--- config.mk ---
export PLATFORM = sky130hd
export DESIGN_NAME = keypad_press_qualifier_top
export DESIGN_NICKNAME = d
export VERILOG_FILES = /design/src/hw/rtl/kpq_pkg.sv /design/src/hw/rtl/kpq_decode.sv /design/src/hw/rtl/keypad_press_qualifier_top.sv
export VERILOG_INCLUDE_DIRS = /design/src /design/src/hw/rtl
export SDC_FILE = /design/constraint.sdc
export NUM_CORES = 1
export LEC_CHECK = 0
export BUFFER_PORTS_ARGS = -buffer_cell sky130_fd_sc_hd__buf_4
export CAP_MARGIN = 25
export CORE_ASPECT_RATIO = 1.2
export CORE_UTILIZATION = 55
export CTS_BUF_LIST = sky130_fd_sc_hd__clkbuf_16
export CTS_CLUSTER_SIZE = 25
export DETAILED_ROUTE_END_ITERATION = 8
export PLACE_DENSITY = 0.73
export SLEW_MARGIN = 20
export SYNTH_ARGS = -nofsm -noshare
export SYNTH_HDL_FRONTEND = slang
export SYNTH_HIERARCHICAL = 1
export SYNTH_SLANG_ARGS = --single-unit
--- constraint.sdc ---
create_clock -name clk -period 3.7 [get_ports clk]
set_clock_uncertainty 0.15 [all_clocks]
set_input_delay 0.925 -clock clk [delete_from_list [all_inputs] [get_ports clk]]
set_output_delay 0.925 -clock clk [all_outputs]
set_load 0.01 [all_outputs]
--- src/hw/rtl/keypad_press_qualifier_top_assert.svh ---
// Assertion macros for the keypad press qualifier
`ifndef KEYPAD_PRESS_QUALIFIER_TOP_ASSERT_SVH
`define KEYPAD_PRESS_QUALIFIER_TOP_ASSERT_SVH

`ifndef NO_ASSERTIONS

`define KPQ_ASSERT_SAME(label, ante, cons) \
    label: assert property (@(posedge clk) disable iff (!rst_n) (ante) |-> (cons)) \
        else $error("kpq assertion failed");

`define KPQ_ASSERT_NEXT(label, ante, cons) \
    label: assert property (@(posedge clk) disable iff (!rst_n) (ante) |=> (cons)) \
        else $error("kpq assertion failed");

`else

`define KPQ_ASSERT_SAME(label, ante, cons)

`define KPQ_ASSERT_NEXT(label, ante, cons)

`endif

`endif

--- src/hw/rtl/kpq_pkg.sv ---
// Shared types, constants and key table for the keypad press qualifier
package kpq_pkg;

    localparam int KEY_W      = 4;
    localparam int TIME_W     = 16;
    localparam int ELAPSED_W  = 8;
    localparam int SCAN_W     = 16;
    localparam int CFG_IDX_W  = 2;
    localparam int KEY_COUNT  = 12;

    localparam logic [KEY_W-1:0]  NO_KEY   = 4'd12;
    localparam logic [KEY_W-1:0]  KEY_MAX  = 4'd11;
    localparam logic [TIME_W-1:0] TIME_MAX = 16'hFFFF;

    localparam logic [TIME_W-1:0] CONFIRM_TIME_RST  = 16'd10;
    localparam logic [TIME_W-1:0] LOCKOUT_TIME_RST  = 16'd50;
    localparam logic [TIME_W-1:0] REARM_TIMEOUT_RST = 16'd300;

    typedef enum logic [CFG_IDX_W-1:0] {
        CFG_CONFIRM_TIME  = 2'd0,
        CFG_LOCKOUT_TIME  = 2'd1,
        CFG_REARM_TIMEOUT = 2'd2
    } cfg_index_t;

    typedef logic [SCAN_W-1:0] key_code_table_t [KEY_COUNT];

    // raw matrix code per key: digits 0-9, then R, then P
    localparam key_code_table_t KEY_CODES = '{
        16'hDDFF, 16'hFDDF, 16'hFCFF, 16'hFDF7, 16'hFDFC, 16'hEDFF,
        16'hFDEF, 16'hFD3F, 16'hF5FF, 16'hFDFB, 16'hBDFF, 16'h7DFF
    };

endpackage

--- src/hw/rtl/kpq_decode.sv ---
// Raw keypad matrix code to key value lookup
module kpq_decode
(
    input  logic [kpq_pkg::SCAN_W-1:0] raw_scan,
    output logic [kpq_pkg::KEY_W-1:0]  key
);

    always_comb
    begin
        key = kpq_pkg::NO_KEY;
        for (int k = 0; k < kpq_pkg::KEY_COUNT; k++)
        begin
            if (raw_scan == kpq_pkg::KEY_CODES[k])
            begin
                key = kpq_pkg::KEY_W'(k);
            end
        end
    end

endmodule

--- src/hw/rtl/keypad_press_qualifier_top.sv ---
// Keypad press qualifier top level: debounce, report and lockout
//
// Takes one scan per clock unless stalled and updates the debounce state in
// the same cycle it is accepted. Scans that cause no report leave the output
// untouched. The output has a main register plus a one-entry skid: a reported
// key is registered in the main register, or in the skid when it is full, so
// input keeps flowing while one result waits; s_axis_tready drops only when
// both hold results. Configuration writes take effect on the next scan.
module keypad_press_qualifier_top
(
    input  logic        clk,
    input  logic        rst_n,

    input  logic        cfg_wr_en,
    input  logic [1:0]  cfg_index,
    input  logic [15:0] cfg_data,

    input  logic        s_axis_tvalid,
    output logic        s_axis_tready,
    input  logic [23:0] s_axis_tdata,   // [15:0] raw_scan, [23:16] elapsed_ms

    output logic        m_axis_tvalid,
    input  logic        m_axis_tready,
    output logic [7:0]  m_axis_tdata    // [3:0] key_code, [7:4] zero
);

    localparam int TW = kpq_pkg::TIME_W;
    localparam int KW = kpq_pkg::KEY_W;

    logic [TW-1:0] confirm_time_reg;
    logic [TW-1:0] lockout_time_reg;
    logic [TW-1:0] rearm_timeout_reg;

    logic          armed_reg,        armed_next;
    logic [KW-1:0] prev_key_reg,     prev_key_next;
    logic [TW-1:0] stable_time_reg,  stable_time_next;
    logic [TW-1:0] since_report_reg, since_report_next;

    logic          out_valid_reg,  out_valid_next;
    logic [KW-1:0] out_key_reg,    out_key_next;
    logic          skid_valid_reg, skid_valid_next;
    logic [KW-1:0] skid_key_reg,   skid_key_next;

    logic [kpq_pkg::SCAN_W-1:0]    raw_scan;
    logic [kpq_pkg::ELAPSED_W-1:0] elapsed_ms;
    logic [KW-1:0]                 key;
    logic                          s_fire;
    logic                          m_fire;
    logic [TW:0]                   stable_sum;
    logic [TW:0]                   since_sum;
    logic [TW-1:0]                 stable_sat;
    logic [TW-1:0]                 since_sat;
    logic [TW-1:0]                 stable_upd;
    logic                          confirmed;
    logic                          report;

    assign raw_scan   = s_axis_tdata[15:0];
    assign elapsed_ms = s_axis_tdata[23:16];

    kpq_decode u_decode
    (
        .raw_scan (raw_scan),
        .key      (key)
    );

    // configuration registers
    always_ff @(posedge clk or negedge rst_n)
    begin
        if (!rst_n)
        begin
            confirm_time_reg  <= kpq_pkg::CONFIRM_TIME_RST;
            lockout_time_reg  <= kpq_pkg::LOCKOUT_TIME_RST;
            rearm_timeout_reg <= kpq_pkg::REARM_TIMEOUT_RST;
        end
        else if (cfg_wr_en)
        begin
            case (kpq_pkg::cfg_index_t'(cfg_index))
                kpq_pkg::CFG_CONFIRM_TIME:  confirm_time_reg  <= cfg_data;
                kpq_pkg::CFG_LOCKOUT_TIME:  lockout_time_reg  <= cfg_data;
                kpq_pkg::CFG_REARM_TIMEOUT: rearm_timeout_reg <= cfg_data;
                default: ;
            endcase
        end
    end

    assign s_axis_tready = !skid_valid_reg;
    assign s_fire        = s_axis_tvalid && s_axis_tready;
    assign m_fire        = out_valid_reg && m_axis_tready;

    // debounce and qualification
    always_comb
    begin
        stable_sum = {1'b0, stable_time_reg} + {{(TW + 1 - kpq_pkg::ELAPSED_W){1'b0}}, elapsed_ms};
        since_sum  = {1'b0, since_report_reg} + {{(TW + 1 - kpq_pkg::ELAPSED_W){1'b0}}, elapsed_ms};
        stable_sat = stable_sum[TW] ? kpq_pkg::TIME_MAX : stable_sum[TW-1:0];
        since_sat  = since_sum[TW]  ? kpq_pkg::TIME_MAX : since_sum[TW-1:0];
        stable_upd = (key != prev_key_reg) ? '0 : stable_sat;
        confirmed  = stable_upd >= confirm_time_reg;
        report     = armed_reg && (key != kpq_pkg::NO_KEY) && confirmed;

        armed_next        = armed_reg;
        prev_key_next     = prev_key_reg;
        stable_time_next  = stable_time_reg;
        since_report_next = since_report_reg;

        if (s_fire)
        begin
            prev_key_next     = key;
            stable_time_next  = stable_upd;
            since_report_next = since_sat;
            if (report)
            begin
                armed_next        = 1'b0;
                since_report_next = '0;
            end
            else if (!armed_reg && (since_sat >= lockout_time_reg))
            begin
                if (((key == kpq_pkg::NO_KEY) && confirmed) || (since_sat >= rearm_timeout_reg))
                begin
                    armed_next = 1'b1;
                end
            end
        end
    end

    // output register with skid
    always_comb
    begin
        out_valid_next  = out_valid_reg;
        out_key_next    = out_key_reg;
        skid_valid_next = skid_valid_reg;
        skid_key_next   = skid_key_reg;

        if (m_fire)
        begin
            if (skid_valid_reg)
            begin
                out_key_next    = skid_key_reg;
                skid_valid_next = 1'b0;
            end
            else
            begin
                out_valid_next = s_fire && report;
                out_key_next   = key;
            end
        end
        else if (s_fire && report)
        begin
            if (!out_valid_reg)
            begin
                out_valid_next = 1'b1;
                out_key_next   = key;
            end
            else
            begin
                skid_valid_next = 1'b1;
                skid_key_next   = key;
            end
        end
    end

    always_ff @(posedge clk or negedge rst_n)
    begin
        if (!rst_n)
        begin
            armed_reg        <= 1'b1;
            prev_key_reg     <= kpq_pkg::NO_KEY;
            stable_time_reg  <= '0;
            since_report_reg <= '0;
            out_valid_reg    <= 1'b0;
            skid_valid_reg   <= 1'b0;
        end
        else
        begin
            armed_reg        <= armed_next;
            prev_key_reg     <= prev_key_next;
            stable_time_reg  <= stable_time_next;
            since_report_reg <= since_report_next;
            out_valid_reg    <= out_valid_next;
            skid_valid_reg   <= skid_valid_next;
        end
    end

    always_ff @(posedge clk)
    begin
        out_key_reg  <= out_key_next;
        skid_key_reg <= skid_key_next;
    end

    assign m_axis_tvalid = out_valid_reg;
    assign m_axis_tdata  = {4'b0000, out_key_reg};

`include "keypad_press_qualifier_top_assert.svh"

    `KPQ_ASSERT_NEXT(a_report_disarms, s_fire && report, !armed_reg && (since_report_reg == '0))
    `KPQ_ASSERT_SAME(a_skid_behind_out, skid_valid_reg, out_valid_reg)
    `KPQ_ASSERT_SAME(a_out_key_range, out_valid_reg, out_key_reg <= kpq_pkg::KEY_MAX)
    `KPQ_ASSERT_NEXT(a_report_visible, s_fire && report, out_valid_reg)

endmodule
## After elaboration in Yosys (flattened, before gate mapping)

Cells that the tools add are included.

- Word-level logic and storage cells: 88
- Bits of input ports: 47
- Bits in registers: 95

- Magnitude comparators: 3
- $add $sub $neg: 2
- Multiplexer cells: 29
- Bitwise operators: 1
- Reductions and logical operators: 23
- Eq/ne operators: 19

Operators by type and width:

| kind | number |
|---|---|
| $eq 16x16->1 const B | 11 |
| $mux 16 | 4 |
| $mux 4 | 16 |
| $ge 16x16->1 | 3 |
| $add 16x8->17 | 2 |
| $eq 16x15->1 const B | 1 |
| $reduce_and 2->1 | 6 |
| $mux 1 | 9 |
| $reduce_bool 2->1 | 4 |
| $logic_and 1x1->1 | 7 |
| $reduce_and 3->1 | 2 |
| $eq 4x4->1 const B | 1 |
| $ne 4x4->1 | 1 |
| $ne 4x4->1 const B | 1 |
| $eq 2x1->1 const B | 1 |
| $eq 2x2->1 const B | 1 |
| $logic_not 1->1 | 2 |
| $logic_not 2->1 | 1 |
| $ne 2x1->1 const B | 1 |
| $ne 2x2->1 const B | 1 |
| $logic_or 1x1->1 | 1 |
| $not 1->1 | 1 |

## Logic depth before layout (Yosys ltp)

- Depth after elaboration: 21
- Mapped depth: 16
- Mapped depth without buffers: 15

## Cells and area by module

Netlist, hierarchy kept.

Modules (own cells, without submodules):

| module | cells each | seq. area each (µm²) | instances | area an instance (µm²) |
|---|---|---|---|---|
| keypad_press_qualifier_top | 636 | 2432.3 | 1 | 6175.9 |
| kpq_decode | 45 | 0.0 | 1 | 305.3 |

## Least setup slack after synthesis

OpenSTA, ideal clock, no wires.

- Path type: input -> register
- Start: input port s_axis_tdata[9]
- End: register skid_key_reg[0], enable pin
- Arrival: 4.106 ns
- Library setup time: 0.367 ns
- Cell stages on the path: 16
- Path slack: -0.923 ns
- Cell sequence: nand4b_2 -> or4_4 -> a21oi_2 -> a211oi_1 -> xnor2_1 -> nand4_1 -> clkbuf_1 -> a31o_2 -> nor2_1 -> ha_1 -> nand4_1 -> nor3b_1 -> a22o_1 -> a21o_1 -> nand2_1 -> nor3b_1

- Longest elaborated chain between the ends: 19

RTL lines:

| item | RTL line | text |
|---|---|---|
| start, declared | keypad_press_qualifier_top.sv:20 | `input logic [23:0] s_axis_tdata,` |
| $eq 16x16->1 | kpq_decode.sv:13 | `if (raw_scan == kpq_pkg::KEY_CODES[k])` |
| $mux 4 (11 in a row) | kpq_decode.sv:13 |  |
| $mux 4 * | kpq_decode.sv:13 |  |
| net key[2] | keypad_press_qualifier_top.sv:46 | `logic [KW-1:0] key;` |
| $ne 4x4->1 * | keypad_press_qualifier_top.sv:97 | `stable_upd = (key != prev_key_reg) ? '0 : stable_sat;` |
| $mux 16 * | keypad_press_qualifier_top.sv:97 |  |
| net stable_upd[15] | keypad_press_qualifier_top.sv:53 | `logic [TW-1:0] stable_upd;` |
| $ge 16x16->1 * | keypad_press_qualifier_top.sv:98 | `confirmed = stable_upd >= confirm_time_reg;` |
| $logic_and 1x1->1 * | keypad_press_qualifier_top.sv:99 | `report = armed_reg && (key != kpq_pkg::NO_KEY) && confirmed;` |
| $logic_and 1x1->1 * | keypad_press_qualifier_top.sv:147 | `else if (s_fire && report)` |
| $reduce_and 3->1 (no source line) * | n/a |  |
| end signal, assigned | keypad_press_qualifier_top.sv:187 | `skid_key_reg <= skid_key_next;` |
| end, declared | keypad_press_qualifier_top.sv:42 | `logic [KW-1:0] skid_key_reg, skid_key_next;` |

The timed path passes the listed nets; every way through them passes the cells marked *.
A chain may end at the register's enable or synchronous reset.

## Worst setup path after layout

- Start: input port s_axis_tdata[9]
- End: register since_report_reg[12]

- Longest elaborated chain between the ends: 18

RTL lines:

| item | RTL line | text |
|---|---|---|
| $eq 16x16->1 | kpq_decode.sv:13 |  |
| $mux 4 (11 in a row) | kpq_decode.sv:13 |  |
| $mux 4 * | kpq_decode.sv:13 |  |
| net key[2] | keypad_press_qualifier_top.sv:46 |  |
| $ne 4x4->1 * | keypad_press_qualifier_top.sv:97 |  |
| $mux 16 * | keypad_press_qualifier_top.sv:97 |  |
| net stable_upd[13] | keypad_press_qualifier_top.sv:53 |  |
| $ge 16x16->1 * | keypad_press_qualifier_top.sv:98 |  |
| $logic_and 1x1->1 * | keypad_press_qualifier_top.sv:99 |  |
| $mux 16 * | keypad_press_qualifier_top.sv:111 | `if (report)` |
| end signal, assigned | keypad_press_qualifier_top.sv:178 | `since_report_reg <= since_report_next;` |
| end, declared | keypad_press_qualifier_top.sv:37 | `logic [TW-1:0] since_report_reg, since_report_next;` |

Marked as above.

==> run metrics <==
largest fanout on the critical path=6; warning count from the yosys run=6; routed metal-1 wirelength=7.352 mm; Net count, final=between 900 and 1,000; Max Slew Vio Count=0; setup slack on the worst flop-to-flop path=-180 ps; Distinct cells, synth=slightly below 70; remaining global-route overflow=0; cells after synthesis=around 700; end-of-flow core utilization=0.7424; critical-path cell with the highest stage delay=or4_4; outcome=finished with violations; highest clock rate=237.0 MHz; buffer cell driving the clock tree root=clkbuf_16; mean cell area of the mapped netlist=between 9 and 10 sq um; Worst Hold Endpoint=prev_key_reg[3]$_DFFE_PN1P_; largest voltage drop on the vdd net=0.4986 mV; sequential cell area fraction in the yosys report=0.3753; ordered list of cells on the worst path=buf_6, nand4b_4, or4_4, a21oi_4, a211oi_2, xnor2_1, nand4_1, buf_6, a31o_4, nor2_4, ha_1, a21oi_1, o21ai_1, a22o_1, buf_4, a21oi_1, buf_4, o31a_1, o22a_1; P_leak=4.078 nW; Final Critical Period=roughly 4200 ps; antenna diode count=0; final wirelength=17.32 mm; met3 WL post-DR=about 540 microns; switch share=0.3678; commonest register cell after synthesis=dfrtp_1; number of storage elements in the synthesis netlist=between 90 and 100; quantity of I/O buffers inserted on ports=52; Tcrit/Tclk final=1.140; number of core rows=43; die boundary height=around 120 microns; CTS tree=built; internal power summed over all cells=3.270 mW; met2 WL post-DR=between 8 and 9 mm; number of clock buffers inserted by TritonCTS=9; initial antenna violation count=0; synthesis-to-finish area growth=31.89%; Worst R2R End=skid_key_reg[3]$_DFFE_PP_; clock slew seen by the registers of the worst setup and hold paths=roughly 70 ps; via density per instance=between 5 and 6; number of global-route vias before repair=6,004; Detailed Place HPWL=roughly 13 mm; placeable core region=about 12,000 sq um; Netlist Area Pre-Place=between 6000 and 7000 sq um; number of flops mapped to enable cells by yosys=8; violation count after the first detailed-routing iteration=roughly 290; area fraction of the dominant cell type after synthesis=0.2896; routed len/inst=17.51 microns; violated checks=setup timing; routability cong.=about 0.9; number of top-level design ports=57; most common cell in the synthesized netlist=dfrtp_1; first-pass GRT wire length=roughly 28 mm; number of buffers on the longest clock path=2; Chip Width=101.1 microns; start-to-end type of the worst setup path=primary input to flip-flop; Routed Antenna Nets=0; critical register-to-register path startpoint=stable_time_reg[0]$_DFFE_PN0P_; kind of capture point of the worst setup path=flip-flop; largest net degree at the start of global routing=40; Seq pwr share=0.278; combinational share of power=0.516; Worst setup SP type=primary input; clock network fraction of total power=0.205; Total Negative Setup Slacks=-12,710 ps; Synth top cells by count=75 x dfrtp_1, 71 x nand2_1, 64 x ha_1; Net Switching=1.903 mW; clk_lat worst skew=around 340 ps; cells on worst reg2reg path=15; final setup fails=27; Starting Density=0.5629; Power Density=~610 nW/um^2; routed via count=approximately 5,800; CP arrival=~4400 ps; global-route usage over all layers=0.2979; relative slew slack=0.3900; top routing layer in use=met4; number of failing hold endpoints at the final stage=0; crit path setup slack, layout=-518.7 ps; class of the tightest hold or removal check=flip-flop to flip-flop; unrepaired setup endpoints after global routing=true; Slowest Stage Delay on Critical Path=~550 ps; fraction of final layout cells sized beyond drive strength 1=0.3690; cell depth of the worst hold path=2; CTS sink count=95; Final Hold Slack=around 340 ps; main area contributors after synthesis=dfrtp_1 29%, ha_1 12%, mux2_2 8.0%; count of maximum capacitance violations=0; share of flip-flops with an asynchronous set or reset=0.9158; critical path required time=3830 ps; die footprint=between 10,000 and 15,000 sq um; number of H-tree levels=3; DRC violations left=0; transition time at the pin with the least slew margin=between 900 and 1000 ps; cell type with the highest aggregate area in the netlist=dfrtp_1; DRT Pass-1 Iters=5; worst hold path startpoint=prev_key_reg[3]$_DFFE_PN1P_
## cell families after synthesis
logic type	share of synthesized area
compound gates	0.1747
xor+xnor	0.03378
fa+ha+maj	0.1297
buf+inv	0.05174
flops	0.3753
mux	0.08456
other cells	0.0005786
simple gates	0.1496
## stage by stage
step	instance area, sq um	cells	worst slack [ps]	power, mW
final	8548	989	-518.7	5.173
after CTS	8312	986	-539.1	5.034
after global placement	7747	964	-850.4	3.741
after global routing	8548	989	-656.8	5.517
after detailed placement	7747	964	-970.8	3.850
after floorplan	6578	684	-549.8	2.868
## metal layers
layer  up-vias  global-route usage
li1       2757                   -
met1      2819              0.3672
met2       149              0.5298
met3        45             0.03917
met4         0              0.1042
met5         -                   0
## cell type report
cell class / count / area (sq um)
Multi-Input combinational cell: 508 / 4167
Clock inverter: 7 / 111.4
Inverter: 57 / 214.0
Clock buffer: 9 / 225.2
Timing Repair Buffer: 156 / 1202
Fill cell: 854 / 2965
Sequential cell: 95 / 2432
Tap cell: 157 / 196.4
## worst max-delay path: cells and delay by family
family,cells,cell delay [ps]
compound gates,9,1430
simple gates,4,960
buf+inv,4,570
fa+ha+maj,1,260
xor+xnor,1,200
## placed cells by master, fill, tap and decap left out, types with 8 or more instances in the layout
cell type    n
a21o_1      10
a21oi_1     29
a21oi_2      8
a31oi_1      9
buf_4      150
clkbuf_16    9
dfrtp_1     75
dfstp_2     12
edfxtp_1     8
ha_1        61
inv_1       58
mux2_2      46
nand2_1     68
nand3_1     11
nand4_1     11
nor2_1      26
nor3_1       8
o21a_1       8
o21ai_0     34
xnor2_1     10
xor2_1      11
## worst max-delay path by stage
stage | startpoint | slack (ps) | to
3_5_place_dp | s_axis_tdata[9] | -970 | since_report_reg[9]$_DFFE_PN0P_
5_1_grt | s_axis_tdata[16] | -660 | skid_key_reg[3]$_DFFE_PP_
4_1_cts | s_axis_tdata[9] | -540 | skid_key_reg[3]$_DFFE_PP_
2_1_floorplan | s_axis_tdata[9] | -550 | skid_key_reg[0]$_DFFE_PP_
3_3_place_gp | s_axis_tdata[9] | -850 | since_report_reg[11]$_DFFE_PN0P_
6_report | s_axis_tdata[9] | -520 | since_report_reg[12]$_DFFE_PN0P_
## power by group through the flow
stage	combinational (mW)	clock (mW)	sequential (mW)
after CTS	2.53	1.07	1.43
after detailed placement	2.40	0	1.45
after global routing	2.94	1.11	1.47
after global placement	2.31	0	1.43
final	2.67	1.06	1.44
after floorplan	1.47	0	1.40
## what timing repair did
| action | CTS | global route |
|---|---|---|
| resized for setup | 43 | 42 |
| hold buffers | 0 | 0 |
| setup endpoints to repair | 27 | 27 |
| setup buffers | 6 | 3 |
| pin swaps | 34 | 33 |
No activity file was read; power rests on OpenSTA's default activity.
